`config.mk`:
```
export PLATFORM = sky130hd
export DESIGN_NAME = top_k_select
export DESIGN_NICKNAME = d
export VERILOG_FILES = /design/src/rtl/tks_pkg.sv /design/src/rtl/tks_cell.sv /design/src/rtl/top_k_select.sv
export SDC_FILE = /design/constraint.sdc
export NUM_CORES = 2
export LEC_CHECK = 0
export BUFFER_PORTS_ARGS = -buffer_cell sky130_fd_sc_hd__buf_2
export CAP_MARGIN = 25
export CORE_MARGIN = 2
export CORE_UTILIZATION = 40
export DETAILED_ROUTE_END_ITERATION = 8
export PLACE_DENSITY = 0.54
export RECOVER_POWER = 25
export SLEW_MARGIN = 20
export SYNTH_ARGS = -nofsm -noshare
export SYNTH_HDL_FRONTEND = slang
export SYNTH_HIERARCHICAL = 1
export SYNTH_SLANG_ARGS = --single-unit
```
`constraint.sdc`:
```
create_clock -name clk -period 8.88 [get_ports clk]
set_input_delay 0.444 -clock clk [delete_from_list [all_inputs] [get_ports clk]]
set_output_delay 0.444 -clock clk [all_outputs]
set_load 0.03 [all_outputs]
```
`src/rtl/tks_pkg.sv`:
```
package tks_pkg;
	localparam int VALUE_W = 32;
	localparam int INDEX_W = 12;
	localparam int TOPK_W = 5;

	typedef enum logic [1:0] {
		ST_FILL,
		ST_DRAIN
	} tks_state_t;

	// bits of one kept element as it moves along the chain
	typedef struct packed {
		logic                 vld;
		logic [VALUE_W-1:0]   value;
		logic [INDEX_W-1:0]   index;
	} tks_elem_t;

	// ordered key: monotonic unsigned image of an ieee single
	function automatic logic [VALUE_W-1:0] order_key(input logic [VALUE_W-1:0] b);
		order_key = b[VALUE_W-1] ? ~b : (b | {1'b1, {(VALUE_W-1){1'b0}}});
	endfunction
endpackage

```
`src/rtl/tks_cell.sv`:
```
module tks_cell (
	input  logic                clk,
	input  logic                arst_n,
	input  logic                clr,
	input  logic                ins,
	input  tks_pkg::tks_elem_t  new_elem,
	input  logic                left_take,
	input  tks_pkg::tks_elem_t  left_elem,
	input  logic                shift,
	input  tks_pkg::tks_elem_t  right_elem,
	output logic                take,
	output tks_pkg::tks_elem_t  elem
);
	import tks_pkg::*;

	logic      beats;
	logic      vld_q;
	tks_elem_t data_q;

	// strict greater keeps the lower index ahead on ties
	assign beats = !vld_q || (order_key(new_elem.value) > order_key(data_q.value));
	assign take = ins && beats;

	always_ff @(posedge clk or negedge arst_n) begin
		if (!arst_n) begin
			vld_q <= 1'b0;
		end else if (clr) begin
			vld_q <= 1'b0;
		end else if (shift) begin
			vld_q <= right_elem.vld;
		end else if (take) begin
			// an empty left neighbor hands on nothing
			vld_q <= left_take ? left_elem.vld : 1'b1;
		end
	end

	always_ff @(posedge clk) begin
		if (shift) begin
			data_q <= right_elem;
		end else if (take) begin
			data_q <= left_take ? left_elem : new_elem;
		end
	end

	always_comb begin
		elem = data_q;
		elem.vld = vld_q;
	end
endmodule

```
`src/rtl/top_k_select.sv`:
```
// Streaming top-k selector over rows of ieee single values. Each word on s_axis
// (tdata = value, tlast = end of row) enters a chain of K_MAX compare/insert
// cells. After tlast the chain shifts its contents out through m_axis, largest
// first, min(top_k, row length) words, tlast on the final pair; input is held
// off during that drain. top_k (cfg) is clamped to 1..K_MAX. Ties keep the
// lower index first.
module top_k_select #(
	parameter int K_MAX = 16
) (
	input  logic                       clk,
	input  logic                       arst_n,
	input  logic                       cfg_we,
	input  logic [tks_pkg::TOPK_W-1:0] cfg_wdata,
	input  logic                       s_axis_tvalid,
	output logic                       s_axis_tready,
	input  logic [31:0]                s_axis_tdata,  // value_bits
	input  logic                       s_axis_tlast,  // row_end
	output logic                       m_axis_tvalid,
	input  logic                       m_axis_tready,
	output logic [47:0]                m_axis_tdata,  // top_value, top_index, zero pad
	output logic                       m_axis_tlast   // run_last
);
	import tks_pkg::*;

	localparam int CW = $clog2(K_MAX + 1);

	tks_state_t state_q, state_d;
	logic [TOPK_W-1:0] topk_q;
	logic [INDEX_W-1:0] count_q;
	logic [CW-1:0] left_q;
	logic [CW-1:0] k_eff;
	logic in_acc, out_acc, shift, clr;
	tks_elem_t new_elem;
	tks_elem_t elems [K_MAX];
	logic takes [K_MAX];

	assign s_axis_tready = (state_q == ST_FILL);
	assign in_acc = s_axis_tvalid && s_axis_tready;
	assign out_acc = m_axis_tvalid && m_axis_tready;
	assign shift = out_acc;

	assign new_elem = '{vld: 1'b1, value: s_axis_tdata, index: count_q};

	always_comb begin
		if (topk_q == '0) k_eff = CW'(1);
		else if (32'(topk_q) > K_MAX) k_eff = CW'(K_MAX);
		else k_eff = CW'(topk_q);
	end

	genvar g;
	generate
		for (g = 0; g < K_MAX; g++) begin : g_cell
			tks_cell u_cell (
				.clk(clk), .arst_n(arst_n), .clr(clr), .ins(in_acc),
				.new_elem(new_elem),
				.left_take(g == 0 ? 1'b0 : takes[g == 0 ? 0 : g-1]),
				.left_elem(elems[g == 0 ? 0 : g-1]),
				.shift(shift),
				.right_elem(g == K_MAX-1 ? tks_elem_t'('0) : elems[g == K_MAX-1 ? g : g+1]),
				.take(takes[g]), .elem(elems[g])
			);
		end
	endgenerate

	assign m_axis_tvalid = (state_q == ST_DRAIN) && elems[0].vld && (left_q != '0);
	assign m_axis_tdata = {4'b0, elems[0].index, elems[0].value};
	assign m_axis_tlast = (left_q == CW'(1)) || !elems[1 % K_MAX].vld || (K_MAX == 1);

	always_comb begin
		state_d = state_q;
		clr = 1'b0;
		unique case (state_q)
			ST_FILL: if (in_acc && s_axis_tlast) state_d = ST_DRAIN;
			ST_DRAIN: if (out_acc && m_axis_tlast) begin
				state_d = ST_FILL;
				clr = 1'b1;
			end
			default: state_d = ST_FILL;
		endcase
	end

	always_ff @(posedge clk or negedge arst_n) begin
		if (!arst_n) begin
			state_q <= ST_FILL;
			topk_q <= TOPK_W'(1);
			count_q <= '0;
			left_q <= '0;
		end else begin
			state_q <= state_d;
			if (cfg_we) topk_q <= cfg_wdata;
			if (in_acc) begin
				if (s_axis_tlast) begin
					count_q <= '0;
					left_q <= k_eff;
				end else if (count_q != {INDEX_W{1'b1}}) begin
					count_q <= count_q + INDEX_W'(1);
				end
			end
			if (out_acc) left_q <= left_q - CW'(1);
		end
	end
endmodule

```
# Yosys cells after proc, flatten, opt, wreduce, memory -nomap -nowiden

Index checks and enable logic that the tools add are counted.

Register bits after elaboration: 744
Bits of input ports: 43
Output and inout port bits: 51
Word-level logic and storage cells: 325

Add/subtract/negate cells: 2
Order comparisons: 17
Equality and inequality tests: 5
Muxes and demuxes: 137
Bitwise operators: 17
Reductions and logical operators: 95

Operator list:

| kind                  | count |
|---|---|
| $mux 44               | 45 |
| $mux 32               | 17 |
| $not 32->32           | 17 |
| $gt 32x32->1          | 16 |
| $mux 1                | 65 |
| $reduce_bool 3->1     | 16 |
| $reduce_bool 2->1     | 18 |
| $mux 5                | 5 |
| $mux 12               | 2 |
| $logic_and 1x1->1     | 22 |
| $logic_or 1x1->1      | 17 |
| $logic_not 1->1       | 16 |
| $add 12x1->12 const B | 1 |
| $ne 12x12->1 const B  | 1 |
| $reduce_and 2->1      | 3 |
| $eq 5x1->1 const B    | 1 |
| $gt 5x5->1 const B    | 1 |
| $logic_not 5->1       | 1 |
| $reduce_bool 5->1     | 1 |
| $sub 5x1->5 const B   | 1 |
| $mux 2                | 2 |
| $ne 2x1->1 const B    | 2 |
| $pmux 2 s2            | 1 |
| $eq 2x1->1 const B    | 1 |
| $logic_not 2->1       | 1 |

# Longest topological paths before layout

Word-level depth: 9
Mapped depth: 13
Mapped depth without buffers: 10

# Modules after synthesis

The synthesis kept the hierarchy.

Modules (own cells, without submodules):

| module                           | instances | cells each | area an instance (um^2) | seq. area each (um^2) |
|---|---|---|---|---|
| tks_cell at g_cell[0].u_cell ... | 14        | 356        | 3,617.2                 | 1,346.3 |
| tks_cell at g_cell[14].u_cell    | 1         | 361        | 3,638.5                 | 1,346.3 |
| tks_cell at g_cell[9].u_cell     | 1         | 357        | 3,617.2                 | 1,346.3 |
| top_k_select                     | 1         | 143        | 1,317.5                 | 576.8 |

# Least setup slack after synthesis

OpenSTA, ideal clock, no wires.

Path kind: reg2reg
Start point: register g_cell[0].u_cell.data_q (netlist bit g_cell[0].u_cell/elem[43])
End point: register g_cell[0].u_cell.data_q (netlist bit g_cell[0].u_cell/elem[0]), enable pin
Library setup time: 0.404 ns
Data arrival time: 3.565 ns
Data required time: 8.476 ns
Setup slack: 4.911 ns
Cell stages (with the launch flop): 11
Path buffers: 2
Clock period less this slack: 3.969 ns
Cells stage by stage: edfxtp_1 clkbuf_1 clkbuf_1 xnor2_1 ha_1 nand4_1 nor3_1 a2111oi_1 a221oi_1 a21o_1 or2_1

RTL lines:

| what                   | RTL line       | text |
|---|---|---|
| start, declared        | tks_cell.sv:18 | `tks_elem_t data_q;` |
| start signal, assigned | tks_cell.sv:39 | `data_q <= right_elem;` |
| start signal, assigned | tks_cell.sv:41 | `data_q <= left_take ? left_elem : new_elem;` |

==> summary.md <==
| Metric | Value |
|---|---|
| CTS Buffer Depth | 3 |
| Vias | 43920 |
| CORE AREA | 147000 sq um |
| Syn Inst Count | 5844 |
| Slowest CP cell | clkbuf_1 |
| Most common cell after layout, fill and taps aside | nand2_1 |
| Pin count of the biggest net entering global routing | 249 |
| First-pass GRT wire length | 267 mm |
| Maximum VDD drop | 0.000143 V |
| CTS Buf Count | 95 |
| Non-filler cells, final | 7811 |
| # setup viols final | 0 |
| Final Hold Viols | 0 |
| Crit path kind | primary input to flip-flop |
| Fin util | 43.7% |
| Slowest stage delay, CP | 2.11 ns |
| Final ANT Viol Nets | 0 |
| TritonCTS clock tree | yes |
| Via density | 5.62 |
| Hold WC Path Type | primary input to flip-flop |
| GPL Wtd Cong | 0.831 |
| Clock slew at reported path FFs | 0.06 ns |
| Worst Path Arrival | 7.09 ns |
| Fin crit period | 6.73 ns |
| Worst path required time | 9.24 ns |
| Cell area after synthesis | 59200 sq um |
| Residual DRC count | 0 |
| Failing checks | max-capacitance violations, max-slew violations |
| WL/cell | 21.8 um |
| Final setup margin | 2.15 ns |
| Final Instance Area | 64300 sq um |
| RSZ-0062 raised after global routing | false |
| Initial antenna violation count | 0 |
| R2R Setup Slk | 2.21 ns |
| Startpoint Class | primary input |
| Die H | 389 um |
| IO Count | 94 |
| YS warnings | 6 |
| Gr ovfl total | 0 |
| CP Max Fanout | 81 |
| Layout Skew | 0.0326 ns |
| WP buf/inv | 3 |
| Share of layout cells above drive strength 1 | 6.56% |
| Final TNS setup | 0 ns |
| Placed instance area | 61200 sq um |
| Sink Count | 743 |
| Pre-CTS setup slack | 3.39 ns |
| Row count | 141 |
| Final Cycle Share | 75.8% |
| H-tree depth | 3 |
| Pwr/cell area | 137 nW/um^2 |
| Number of global-route vias before repair | 44715 |
| Number of max-cap violations | 9 |
| Mean post-synth cell area | 10.1 sq um |
| Commonest cells after routing, fill and taps aside | nand2_1 (806), o21ai_0 (776), mux2i_1 (706), edfxtp_1 (704), ha_1 (516) |
| Critical-path cell list | buf_8 > clkbuf_1 > xor2_1 > ha_1 > nand4_1 > nor4_1 > nand2_1 > nor2_1 > a21o_1 > or2_0 > buf_4 |
| Max Clock Freq | 149 MHz |
| Gr usage total | 22.2% |
| CP top delay family | buffers and inverters |
| WL final | 170 mm |
| Nets@finish | 6359 |
| Drt initial violations | 3247 |
| Final Max Slew Viols | 369 |
| HPWL Detailed | 121 mm |
| Slew HR | -130% |
| Worst-Skew Late Latency | 0.72 ns |
| Starting Density | 40.2% |
| Pre-antenna DRT Iters | 6 |
| Area growth syn-to-layout | 8.60% |
| Width of the die | 389 um |
| Die area | 151000 sq um |
| Root buf cell | clkbuf_16 |
| Outcome | finished with violations |
| Placed Instances | 7626 |
| CP Capture Type | flip-flop |
| Slew @ Worst Pin | 3.45 ns |
| I/O Buffers | 89 |
| Leakage Power | 21.5 nW |
[area by class of cell]
class / count / area, sq um
Multi-Input combinational cell: 4703 / 35100
Fill cell: 14166 / 83000
Sequential cell: 743 / 22100
Tap cell: 1930 / 2410
Clock buffer: 112 / 2480
Timing Repair Buffer: 200 / 1330
Clock inverter: 65 / 643
Antenna cell: 1 / 2.50
Inverter: 57 / 221
[timing repair]
item / in CTS / in global routing
buffers inserted: 0 / 0
hold buffers: 6 / 0
endpoints found under the hold margin: 43 / 0
resized for setup: 0 / 0
[per-stage QoR]
stage	hold WS (ns)	total power, mW
after detailed placement	0.516	4.93
after global placement	0.508	4.90
after global routing	0.0604	9.18
after CTS	0.0217	8.92
after floorplan	0.148	4.62
final	0.0763	8.82
[power breakdown]
part / internal [mW] / leakage [nW] / switching, mW
registers: 3.83 / 6.95 / 0.0137
clock network: 2.29 / 1.51 / 1.66
logic: 0.414 / 13.0 / 0.613
total: 6.53 / 21.5 / 2.29
[routing by layer]
metal  track usage, %  routed length, um
met5                0                  0
met1             31.4              81300
met4             5.74               3410
met2             35.9              78000
met3             2.76               7630
[flip-flops by register name, summed over array words and instances (netlist names)]
name	count
left_q	5
g_cell.u_cell/elem	704
g_cell.u_cell/vld_q	16
count_q	12
topk_q	5
state_q	1
[path summary, 6_finish.rpt]
check | startpoint | endpoint | depth (start not counted)
worst max register to register | state_q[0] | g_cell[2].u_cell/elem[37] | 8
worst min register to register | g_cell[15].u_cell/elem[8] | g_cell[14].u_cell/elem[8] | 2
max in group asynchronous | arst_n | g_cell[11].u_cell/vld_q | 3
min in group asynchronous | arst_n | g_cell[0].u_cell/vld_q | 3
worst min-delay path | cfg_we | topk_q[1] | 2
worst max-delay path | s_axis_tdata[31] | g_cell[15].u_cell/elem[8] | 11
Power figures use the tool's default switching activity.
